File: src/design/ptd_pkg.sv
// shared types and constants of the periodic task dispatcher
package ptd_pkg;

	localparam int MAX_RESULTS = 8;
	localparam int RES_CNT_W   = $clog2(MAX_RESULTS + 1);
	localparam int COUNT_W     = 32;
	localparam int PERIOD_W    = 16;

	typedef enum logic [2:0] {
		ACT_TICK     = 3'd0,
		ACT_CREATE   = 3'd1,
		ACT_DELETE   = 3'd2,
		ACT_ACTIVATE = 3'd3,
		ACT_SUSPEND  = 3'd4
	} action_t;

	typedef enum logic [1:0] {
		ST_OK     = 2'd0,
		ST_NOT_OK = 2'd1,
		ST_NULL   = 2'd2
	} status_t;

	typedef enum logic [2:0] {
		S_IDLE,
		S_CMD,
		S_TICK_RD,
		S_TICK_CHK,
		S_TICK_DIV
	} state_t;

	typedef struct packed {
		logic                registered;
		logic                active;
		logic [PERIOD_W-1:0] period;
	} entry_t;

	typedef struct packed {
		logic done;
		logic zero;
	} rem_rsp_t;

endpackage

File: src/design/periodic_task_dispatcher_core.sv
// periodic task dispatcher: slot table, tick count and command/tick sequencer
//
// usage
//   one input beat is taken at a rising edge with start high and busy low:
//   action, task_index, period and handler_present
//   results leave on status, is_dispatch, due_task and last, each shown for
//   exactly one cycle while strobe is high; the receiver cannot stall them
// commands (create, delete, activate, suspend, unknown codes)
//   one status beat with last set, registered out of the command state
//   entered at the accepting edge; busy is low again while the beat is shown
// tick
//   count increments, then slots are walked in ascending order through the
//   slot memory (registered read); an active slot with a nonzero period
//   goes through the bit-serial remainder unit, 32 iterations; busy stays
//   high for the whole walk; each due slot is sent as one dispatch beat,
//   the final one marked last, at most eight; a tick with nothing due
//   sends no beat
// reset
//   arst_n clears the count, the slot valid bits and the sequencer; the
//   table then reads as empty, no clearing sweep needed
module periodic_task_dispatcher_core #(
	parameter int NUM_TASKS = 8
) (
	input  logic        clk,
	input  logic        arst_n,
	input  logic        start,
	output logic        busy,
	input  logic [2:0]  action,
	input  logic [7:0]  task_index,
	input  logic [15:0] period,
	input  logic        handler_present,
	output logic        strobe,
	output logic [1:0]  status,
	output logic        is_dispatch,
	output logic [7:0]  due_task,
	output logic        last
);
	import ptd_pkg::*;

	localparam int          IDX_W  = (NUM_TASKS > 1) ? $clog2(NUM_TASKS) : 1;
	localparam int          SLOT_W = $clog2(NUM_TASKS + 1);
	localparam logic [7:0]  NT_W8  = 8'(NUM_TASKS);

	// sequencer state
	state_t                state_q, state_d;
	logic [SLOT_W-1:0]     slot_q, slot_d;
	logic [RES_CNT_W-1:0]  n_q, n_d;
	logic                  pend_q, pend_d;
	logic [7:0]            pend_task_q, pend_task_d;
	logic [COUNT_W-1:0]    count_q, count_d;

	// latched command beat
	logic [2:0]            act_q;
	logic [7:0]            idx_q;
	logic [PERIOD_W-1:0]   per_q;
	logic                  hnd_q;

	// result registers
	logic                  strobe_q;
	logic [1:0]            status_q;
	logic                  disp_q;
	logic [7:0]            task_q;
	logic                  last_q;

	logic                  accept;
	logic                  emit;
	status_t               emit_status;
	logic                  emit_disp;
	logic [7:0]            emit_task;
	logic                  emit_last;

	logic                  rd_en;
	logic [IDX_W-1:0]      rd_addr;
	entry_t                rd_data;
	logic                  wr_en;
	entry_t                wr_data;
	logic                  div_start;
	rem_rsp_t              rem_rsp;
	logic                  in_range;
	logic                  occupied;

	assign accept   = start && (state_q == S_IDLE);
	assign busy     = (state_q != S_IDLE);
	assign in_range = (idx_q < NT_W8);
	assign occupied = in_range && rd_data.registered;

	ptd_slot_mem #(
		.NUM_TASKS (NUM_TASKS),
		.IDX_W     (IDX_W)
	) u_mem (
		.clk     (clk),
		.arst_n  (arst_n),
		.rd_en   (rd_en),
		.rd_addr (rd_addr),
		.rd_data (rd_data),
		.wr_en   (wr_en),
		.wr_addr (idx_q[IDX_W-1:0]),
		.wr_data (wr_data)
	);

	ptd_rem_unit u_rem (
		.clk      (clk),
		.arst_n   (arst_n),
		.start    (div_start),
		.dividend (count_q),
		.divisor  (rd_data.period),
		.rsp      (rem_rsp)
	);

	always_ff @(posedge clk or negedge arst_n) begin
		if (!arst_n) begin
			state_q  <= S_IDLE;
			slot_q   <= '0;
			n_q      <= '0;
			pend_q   <= 1'b0;
			count_q  <= '0;
			strobe_q <= 1'b0;
		end else begin
			state_q  <= state_d;
			slot_q   <= slot_d;
			n_q      <= n_d;
			pend_q   <= pend_d;
			count_q  <= count_d;
			strobe_q <= emit;
		end
	end

	always_ff @(posedge clk) begin
		pend_task_q <= pend_task_d;
		if (accept) begin
			act_q <= action;
			idx_q <= task_index;
			per_q <= period;
			hnd_q <= handler_present;
		end
		if (emit) begin
			status_q <= emit_status;
			disp_q   <= emit_disp;
			task_q   <= emit_task;
			last_q   <= emit_last;
		end
	end

	always_comb begin
		state_d     = state_q;
		slot_d      = slot_q;
		n_d         = n_q;
		pend_d      = pend_q;
		pend_task_d = pend_task_q;
		count_d     = count_q;
		emit        = 1'b0;
		emit_status = ST_OK;
		emit_disp   = 1'b0;
		emit_task   = '0;
		emit_last   = 1'b1;
		rd_en       = 1'b0;
		rd_addr     = slot_q[IDX_W-1:0];
		wr_en       = 1'b0;
		wr_data     = '0;
		div_start   = 1'b0;

		unique case (state_q)
			S_IDLE: begin
				if (accept) begin
					if (action == ACT_TICK) begin
						count_d = count_q + 1'b1;
						slot_d  = '0;
						n_d     = '0;
						pend_d  = 1'b0;
						state_d = S_TICK_RD;
					end else begin
						// slot lookup, only for an index inside the table
						rd_en   = (task_index < NT_W8);
						rd_addr = task_index[IDX_W-1:0];
						state_d = S_CMD;
					end
				end
			end
			S_CMD: begin
				emit    = 1'b1;
				state_d = S_IDLE;
				case (act_q) inside
					ACT_CREATE: begin
						if (!hnd_q) begin
							emit_status = ST_NULL;
						end else if (!in_range || occupied) begin
							emit_status = ST_NOT_OK;
						end else begin
							wr_en   = 1'b1;
							wr_data = '{registered: 1'b1, active: 1'b0, period: per_q};
						end
					end
					ACT_DELETE: begin
						if (occupied) begin
							wr_en = 1'b1;
						end else begin
							emit_status = ST_NOT_OK;
						end
					end
					ACT_ACTIVATE, ACT_SUSPEND: begin
						if (occupied) begin
							wr_en   = 1'b1;
							wr_data = '{registered: 1'b1,
								active: (act_q == ACT_ACTIVATE),
								period: rd_data.period};
						end else begin
							emit_status = ST_NOT_OK;
						end
					end
					default: begin
						emit_status = ST_NOT_OK;
					end
				endcase
			end
			S_TICK_RD: begin
				if (slot_q == SLOT_W'(NUM_TASKS) || n_q == RES_CNT_W'(MAX_RESULTS)) begin
					// walk over: the held dispatch is the final beat
					emit      = pend_q;
					emit_disp = 1'b1;
					emit_task = pend_task_q;
					pend_d    = 1'b0;
					state_d   = S_IDLE;
				end else begin
					rd_en   = 1'b1;
					state_d = S_TICK_CHK;
				end
			end
			S_TICK_CHK: begin
				if (rd_data.active && rd_data.period != '0) begin
					div_start = 1'b1;
					state_d   = S_TICK_DIV;
				end else begin
					slot_d  = slot_q + 1'b1;
					state_d = S_TICK_RD;
				end
			end
			S_TICK_DIV: begin
				if (rem_rsp.done) begin
					if (rem_rsp.zero) begin
						// release the previous due slot, hold this one back
						emit        = pend_q;
						emit_disp   = 1'b1;
						emit_task   = pend_task_q;
						emit_last   = 1'b0;
						n_d         = n_q + 1'b1;
						pend_d      = 1'b1;
						pend_task_d = 8'(slot_q);
					end
					slot_d  = slot_q + 1'b1;
					state_d = S_TICK_RD;
				end
			end
			default: begin
				state_d = S_IDLE;
			end
		endcase
	end

	assign strobe      = strobe_q;
	assign status      = status_q;
	assign is_dispatch = disp_q;
	assign due_task    = task_q;
	assign last        = last_q;

endmodule

File: src/design/ptd_slot_mem.sv
// slot table memory with one read and one write port, per-entry valid bits
module ptd_slot_mem #(
	parameter int NUM_TASKS = 8,
	parameter int IDX_W     = 3
) (
	input  logic             clk,
	input  logic             arst_n,
	input  logic             rd_en,
	input  logic [IDX_W-1:0] rd_addr,
	output ptd_pkg::entry_t  rd_data,
	input  logic             wr_en,
	input  logic [IDX_W-1:0] wr_addr,
	input  ptd_pkg::entry_t  wr_data
);
	import ptd_pkg::*;

	entry_t               mem [NUM_TASKS];
	entry_t               rd_q;
	logic                 rd_vld_q;
	logic [NUM_TASKS-1:0] vld_q;

	always_ff @(posedge clk) begin
		if (wr_en) begin
			mem[wr_addr] <= wr_data;
		end
		if (rd_en) begin
			rd_q <= mem[rd_addr];
		end
	end

	// an entry never written reads as empty
	always_ff @(posedge clk or negedge arst_n) begin
		if (!arst_n) begin
			vld_q    <= '0;
			rd_vld_q <= 1'b0;
		end else begin
			if (wr_en) begin
				vld_q[wr_addr] <= 1'b1;
			end
			if (rd_en) begin
				rd_vld_q <= vld_q[rd_addr];
			end
		end
	end

	assign rd_data = rd_vld_q ? rd_q : '0;

endmodule

File: src/design/ptd_rem_unit.sv
// bit-serial restoring remainder of the tick count by a slot period
module ptd_rem_unit (
	input  logic                          clk,
	input  logic                          arst_n,
	input  logic                          start,
	input  logic [ptd_pkg::COUNT_W-1:0]   dividend,
	input  logic [ptd_pkg::PERIOD_W-1:0]  divisor,
	output ptd_pkg::rem_rsp_t             rsp
);
	import ptd_pkg::*;

	localparam int STEP_W = $clog2(COUNT_W);

	logic                busy_q;
	logic                done_q;
	logic [STEP_W-1:0]   step_q;
	logic [COUNT_W-1:0]  dvd_q;
	logic [PERIOD_W-1:0] dvs_q;
	logic [PERIOD_W-1:0] rem_q;
	logic [PERIOD_W:0]   trial;
	logic [PERIOD_W:0]   diff;

	assign trial = {rem_q, dvd_q[COUNT_W-1]};
	assign diff  = trial - {1'b0, dvs_q};

	always_ff @(posedge clk or negedge arst_n) begin
		if (!arst_n) begin
			busy_q <= 1'b0;
			done_q <= 1'b0;
			step_q <= '0;
		end else begin
			done_q <= 1'b0;
			if (start) begin
				busy_q <= 1'b1;
				step_q <= STEP_W'(COUNT_W - 1);
			end else if (busy_q) begin
				step_q <= step_q - 1'b1;
				if (step_q == '0) begin
					busy_q <= 1'b0;
					done_q <= 1'b1;
				end
			end
		end
	end

	always_ff @(posedge clk) begin
		if (start) begin
			dvd_q <= dividend;
			dvs_q <= divisor;
			rem_q <= '0;
		end else if (busy_q) begin
			dvd_q <= {dvd_q[COUNT_W-2:0], 1'b0};
			// partial remainder stays below the divisor
			if (trial >= {1'b0, dvs_q}) begin
				rem_q <= diff[PERIOD_W-1:0];
			end else begin
				rem_q <= trial[PERIOD_W-1:0];
			end
		end
	end

	assign rsp.done = done_q;
	assign rsp.zero = (rem_q == '0);

endmodule

File: config.mk
export PLATFORM = sky130hd
export DESIGN_NAME = periodic_task_dispatcher_core
export DESIGN_NICKNAME = d
export VERILOG_FILES = /design/src/design/ptd_pkg.sv /design/src/design/periodic_task_dispatcher_core.sv /design/src/design/ptd_slot_mem.sv /design/src/design/ptd_rem_unit.sv
export SDC_FILE = /design/constraint.sdc
export NUM_CORES = 1
export LEC_CHECK = 0
export ABC_CLOCK_PERIOD_IN_PS = 3600
export BUFFER_PORTS_ARGS = -buffer_cell sky130_fd_sc_hd__clkbuf_2
export CORE_ASPECT_RATIO = 0.8
export CORE_MARGIN = 3
export CORE_UTILIZATION = 38
export CTS_CLUSTER_SIZE = 25
export DETAILED_ROUTE_END_ITERATION = 7
export HOLD_SLACK_MARGIN = 0.06
export MAX_ROUTING_LAYER = met4
export PLACE_DENSITY = 0.56
export SLEW_MARGIN = 40
export SYNTH_ARGS = -nofsm -noshare
export SYNTH_HDL_FRONTEND = slang
export SYNTH_SLANG_ARGS = --single-unit
File: constraint.sdc
create_clock -name clk -period 3.6 [get_ports clk]
set_input_delay 0 -clock clk [delete_from_list [all_inputs] [get_ports clk]]
set_output_delay 0 -clock clk [all_outputs]
set_load 0.03 [all_outputs]
==> results.md, run 1 <==
| Item | Reported |
|:---|:---|
| Area of the die | 0.04010 sq mm |
| Final-report setup violation count | 0 |
| Status | complete, no violations |
| Timing-limited maximum frequency | 359.3 MHz |
| Capture instance of the worst register-to-register path | u_rem.rem_q[12] |
| Max-capacitance violation count | 0 |
| Reg2Reg Depth | 11 |
| CP endpoint | u_rem.rem_q[12] |
| Post-route DRC | 0 |
| First-pass GRT wire length | 52.50 mm |
| Overflow after GRT | 0 |
| Overall fraction of global-route tracks in use | 17.09% |
| Antenna violations before repair | 0 |
| DIE WIDTH | 223.2 um |
| Crit Path Max Fanout | 5 |
| Element type at the critical path start | flop |
| CORE AREA | 0.03654 sq mm |
| First element of the critical path | u_rem.dvd_q[31] |
| Reported leakage power | 0.006140 uW |
| Commonest non-fill, non-tap cells in the layout | 300 x nand2_1, 250 x edfxtp_1, 63 x nand3_1 |
| Vertical extent of the die | 179.7 um |
| Setup TNS Final | 0 ns |
| Ranking of synthesized cells by area | edfxtp_1 52%, dfrtp_1 11%, nand2_1 7.9% |
| Number of buffers created by CTS | 34 |
| Cell area power density | 768.9 mW/mm^2 |
| Post-synthesis sequential area ratio | 65.25% |
| Pins over their slew limit | 0 |
| Clock tree root buffer cell | clkbuf_16 |
| Wire per inst | 18.58 um |
| Growth of design area from synthesis to finish | 15.57% |
| Worst setup margin | 0.8171 ns |
| Count of warnings emitted by yosys | 0 |
| Initial core utilization | 39.23% |
| RSZ-0062 raised after global routing | no |
| Ratio of cells with drive above 1 in the final layout | 11.75% |
| RePlAce Congestion | 0.8230 |
| TritonCTS clock tree | built |
| Post-detailed-route via-to-cell ratio | 5.145 |
| Total of buffers placed on input and output ports | 40 |
| Arrival time worst endpoint | 3.23 ns |
| Iteration count of the initial detailed-routing pass | 4 |
| Count of flip-flops with a built-in enable after synthesis | 250 |
| Min Clock Period, post-route | 2.783 ns |
| CTS clk-pin slew, worst paths | 0.06 ns |
| Post-synthesis async set-or-reset flop share | 18.65% |
| Clock tree skew after final layout | 0.01613 ns |
| Relative slew slack | 45.72% |
| Detailed placement HPWL | 20.62 mm |
| Post-place instance area | 0.01516 sq mm |
| Via count | 9255 |
| Required time worst endpoint | 4.04 ns |
| Post-synthesis instance total | 1213 |
| Yosys cell types | 75 |
| Final core area utilization | 45.34% |
| Starting DRC count in detailed routing | 716 |
| Register Area | 0.009354 sq mm |
| Synthesized flop and latch total | 327 |
| Category of the most critical setup path | flop to flop |
| Cell taking the most area after synthesis | edfxtp_1 |
| Number of cells on the worst hold path | 2 |
| H-tree depth | 2 |
| Setup fix buffers added after clock tree synthesis | 0 |
| Detailed-route wire length | 33.43 mm |
| Actual slew at the worst max-slew pin | 0.8143 ns |
| Most common cell after layout, fill and taps aside | nand2_1 |
| Number of clock sinks seen by CTS | 327 |
| Maximum clock insertion buffer count | 3 |
| Part of the cycle the worst path needs | 77.30% |
| Antenna diode count | 0 |
| Maximum number of pins on one net before global-route repair | 75 |
| Number of routed nets with antenna violations | 0 |
| Via count of the first global-routing pass | 9022 |
| Combined area of the multi-input logic cells | 0.004632 sq mm |
| Hold Violations, Final | 0 |
| Number of inserted filler cells in the final layout | 3335 |
| Launching point of the worst reg2reg path | u_rem.dvd_q[31] |
| Total standard cell area after synthesis | 0.01433 sq mm |
| Type of the worst min-delay path | input pin to flop |
| Worst reg-to-reg setup slack | 0.82 ns |
| Peak VDD IR | 0.0003769 V |
| Average size of a mapped cell | 11.82 sq um |
| Crit end category | flop |
| Area share of the leading cell type in the synthesized netlist | 52.37% |
| Num ports | 45 |
| Pre-CTS worst setup slack | 0.8312 ns |
| Final Instance Area | 0.01657 sq mm |
| Total Nets Final | 1350 |
| Total number of placement rows | 62 |
| Clock insertion delay at the later pin of the skew report | 0.52 ns |
| Top FF cell, synth | edfxtp_1 |
-- critical path, cell delays in order, from the launching register on --
cell and delay, ns:
edfxtp_1 0.39, inv_1 0.07, ha_1 0.16, inv_1 0.05, fa_1 0.39, a21o_2 0.24, a221oi_2 0.36, a211oi_2 0.13
a211oi_2 0.42, nand3_1 0.13, a31o_2 0.25, a21oi_1 0.12
-- state kept, by name, indices dropped and copies added, names as in the netlist, 5 cells and up --
signal	flops
u_rem.step_q	5
idx_q	8
per_q	16
u_mem.rd_q	18
u_mem.vld_q	8
u_mem.mem	144
u_rem.rem_q	16
u_rem.dvd_q	32
u_rem.dvs_q	16
count_q	32
-- per-stage QoR --
stage | cells | power (uW) | hold slack [ns]
after floorplan | 1216 | 8174 | -0.2956
after global placement | 1708 | 9285 | 0.1429
after detailed placement | 1708 | 9345 | 0.1453
after global routing | 1799 | 13570 | 0.2037
final | 1799 | 12740 | 0.2031
after CTS | 1798 | 12850 | 0.1299
-- where the power goes --
group,switching (uW),leakage (uW),internal [uW]
sequential,469,0.00297,4920
clock,1430,0.000529,2020
combinational,2460,0.00264,1450
-- cells by family after synthesis --
logic type	count (synthesis)	synth area share [%]
AND/OR/NAND/NOR	532	17.13
flip-flops	327	65.25
AO/OA/AOI/OAI	153	7.000
buffers and inverters	93	3.055
XOR/XNOR	50	3.055
multiplexers	33	2.330
adder cells (fa/ha/maj)	24	2.147
other	1	0.02616
-- cell type report --
class	instances	share of cell area [%]
Timing Repair Buffer	99	4.516
Clock buffer	47	5.793
Clock inverter	13	0.8081
Multi-Input combinational cell	796	27.96
Inverter	37	0.8383
Sequential cell	327	56.46
Tap cell	480	3.625
-- how the worst min path moves through the flow --
stage                     slack (ns)           to      start
after floorplan                -0.30   count_q[0]     arst_n
after global placement          0.14       n_q[2]     arst_n
after detailed placement        0.15       n_q[2]     arst_n
after CTS                       0.13  count_q[23]     arst_n
after global routing            0.20     per_q[3]  period[3]
final                           0.20     per_q[3]  period[3]
-- cell usage after synthesis (all sizes together) (21+ instances only) --
cell	instances
clkbuf	33
a21oi	50
xnor2	32
inv	36
mux2i	30
nand2	300
nand3	64
and3	29
buf	21
o21ai	36
ha	23
nor2	42
dfrtp	61
edfxtp	250
-- metal layers --
| layer | track usage (%) | wire length (um) |
|---|---|---|
| met1 | 25.15 | 16500 |
| met3 | 3.001 | 1737 |
| met2 | 24.52 | 14510 |
| met4 | 4.423 | 690 |
| met5 | - | 0 |
-- timing repair --
action / in CTS / in global routing
gates resized for setup: 0 / 0
hold buffers: 30 / 1
hold endpoints to repair: 64 / 34
Note: power is estimated with default switching activity, not from simulation.
==> run 2, diff against run 1 <==
ABC_CLOCK_PERIOD_IN_PS = 2480   (was 3600)
clock period = 2.48 ns   (was 3.6 ns; I/O delays follow)
==> run 2 against run 1 <==
Effect of this change: setup slack lost 0.79 ns; sequential share of layout area down 2.1 points; clock-buffer cell count decreased by 7; combinational power up 64%; global-route usage increased by 0.082 points; highest routed layer unchanged.
==> results.md, run 2 (synthesis gave the netlist of run 1 again) <==
| Item | Reported |
|:---|:---|
| Status | complete, no violations |
| Most common cell after layout, fill and taps aside | nand2_1 |
| Starting DRC count in detailed routing | 787 |
| Pins over their slew limit | 0 |
| Element type at the critical path start | flop |
| Overall fraction of global-route tracks in use | 17.17% |
| Maximum number of pins on one net before global-route repair | 62 |
| Max-capacitance violation count | 0 |
| Peak VDD IR | 0.0006069 V |
| Cell area power density | 1109 mW/mm^2 |
| Crit Path Max Fanout | 5 |
| Timing-limited maximum frequency | 407.9 MHz |
| Type of the worst min-delay path | input pin to flop |
| Num ports | 45 |
| Initial core utilization | 39.23% |
| Final-report setup violation count | 0 |
| Min Clock Period, post-route | 2.452 ns |
| Wire per inst | 17.74 um |
| Cell with the most instances on the worst path | a211oi_2 |
| Number of buffers created by CTS | 34 |
| Clock tree skew after final layout | 0.01465 ns |
| Antenna violations before repair | 0 |
| Detailed-route wire length | 32.97 mm |
| Clock tree root buffer cell | clkbuf_16 |
| Clock share of power | 25.6% |
| Commonest non-fill, non-tap cells in the layout | 300 x nand2_1, 250 x edfxtp_1, 68 x buf_4 |
| Portion of total power attributed to combinational logic | 33.6% |
| Critical Path Slowest Stage Cell | edfxtp_1 |
| Delay of the slowest critical-path stage | 0.40 ns |
| DIE WIDTH | 223.2 um |
| Arrival time worst endpoint | 2.89 ns |
| Vertical extent of the die | 179.7 um |
| Total number of placement rows | 62 |
| Max reg flops | 144 |
| Number of inserted filler cells in the final layout | 3259 |
| Top flop regs | u_mem.mem (144), count_q (32), u_rem.dvd_q (32) |
| Switching component of the power | 6466 uW |
| Part of the cycle the worst path needs | 98.86% |
| Area of the die | 0.04010 sq mm |
| Switching part of the total power | 33.86% |
| Detailed placement HPWL | 21.43 mm |
| Required time worst endpoint | 2.92 ns |
| Post-detailed-route via-to-cell ratio | 5.109 |
| Post-route DRC | 0 |
| Relative slew slack | 52.31% |
| Worst setup margin | 0.02833 ns |
| Combined area of the multi-input logic cells | 0.004672 sq mm |
| Total Nets Final | 1409 |
| Total of buffers placed on input and output ports | 40 |
| CORE AREA | 0.03654 sq mm |
| Clock insertion delay at the later pin of the skew report | 0.52 ns |
| TritonCTS clock tree | built |
| Worst hold slack | 0.2035 ns |
| Reported leakage power | 0.006491 uW |
| Crit end category | flop |
| Seq pwr share | 40.8% |
| Critical Path, Cell by Cell | inv_1 > ha_2 > inv_2 > fa_2 > a21o_4 > a221oi_4 > a211oi_2 > a211oi_2 > buf_4 > nand4b_1 > a31o_1 > a31oi_1 |
| Via count of the first global-routing pass | 9416 |
| Hold Violations, Final | 0 |
| Top register by number of flip-flops | u_mem.mem |
| Number of clock sinks seen by CTS | 327 |
| CTS clk-pin slew, worst paths | 0.06 ns |
| Iteration count of the initial detailed-routing pass | 5 |
| Via count | 9493 |
| Actual slew at the worst max-slew pin | 0.7153 ns |
| Ratio of cells with drive above 1 in the final layout | 16.18% |
| First-pass GRT wire length | 53.41 mm |
| Growth of design area from synthesis to finish | 20.15% |
| RePlAce Congestion | 0.8602 |
| Overflow after GRT | 0 |
| Number of routed nets with antenna violations | 0 |
| Register Area | 0.009355 sq mm |
| Category of the most critical setup path | flop to flop |
| Antenna diode count | 0 |
| H-tree depth | 2 |
| Pre-CTS worst setup slack | -0.06423 ns |
| Setup TNS Final | 0 ns |
| Power Internal | 12630 uW |
| RSZ-0062 raised after global routing | yes |
| Maximum clock insertion buffer count | 3 |
[run 2: critical path, delay by kind of cell (launching register included)]
family                     cells  cell delay, ns
and+or+nand+nor                1            0.09
DFF                            1            0.40
AOI/OAI and AO/OA              6            1.07
buffers and inverters          3            0.28
adders and majority gates      2            0.55
[run 2: worst paths after layout]
check / start / to / slack (ns) / cells after the start
worst max-delay path: u_rem.dvd_q[31] / u_rem.rem_q[14] / 0.03 / 12
max in group asynchronous: arst_n / count_q[28] / 1.58 / 4
min in group asynchronous: arst_n / strobe / 0.59 / 4
worst min register to register: count_q[31] / count_q[31] / 0.47 / 1
worst max register to register: u_rem.dvd_q[31] / u_rem.rem_q[14] / 0.03 / 12
worst min-delay path: period[0] / per_q[0] / 0.20 / 2
[run 2: per-stage QoR]
step | cell area, sq um | instances | util (%) | total power, uW
floorplan | 14370 | 1216 | - | 11880
CTS | 17160 | 1856 | 46.98 | 19170
finish | 17220 | 1858 | 47.14 | 19100
global placement | 15780 | 1764 | 43.18 | 14120
detailed placement | 15780 | 1764 | 43.18 | 14170
global route | 17220 | 1858 | 47.14 | 20340
[run 2: layer usage]
metal | share of wire (%) | vias up | global-route usage, %
met2 | 43 | 191 | 24.81
met1 | 50 | 4634 | 25.49
li1 | - | 4618 | -
met5 | 0 | - | -
met3 | 4.4 | 50 | 2.740
met4 | 1.8 | 0 | 4.093
[run 2: layout make-up]
class | count | area share (%)
Clock buffer | 40 | 5.187
Clock inverter | 20 | 0.9952
Inverter | 37 | 0.8063
Multi-Input combinational cell | 796 | 27.12
Sequential cell | 327 | 54.32
Tap cell | 480 | 3.487
Timing Repair Buffer | 158 | 8.085
[run 2: timing repair]
item | CTS | global route
pin swaps | 4 | 7
endpoints found under the setup margin | 3 | 106
endpoints found under the hold margin | 93 | 0
buffers inserted | 1 | 2
hold buffers | 31 | 0
resized for setup | 2 | 12
[run 2: power by group through the flow]
| stage | logic [uW] | registers (uW) | clock network (uW) |
|---|---|---|---|
| floorplan | 4220 | 7660 | 0 |
| global placement | 6240 | 7880 | 0 |
| detailed placement | 6280 | 7890 | 0 |
| CTS | 6360 | 7790 | 5010 |
| global route | 7190 | 7900 | 5250 |
| finish | 6410 | 7800 | 4890 |
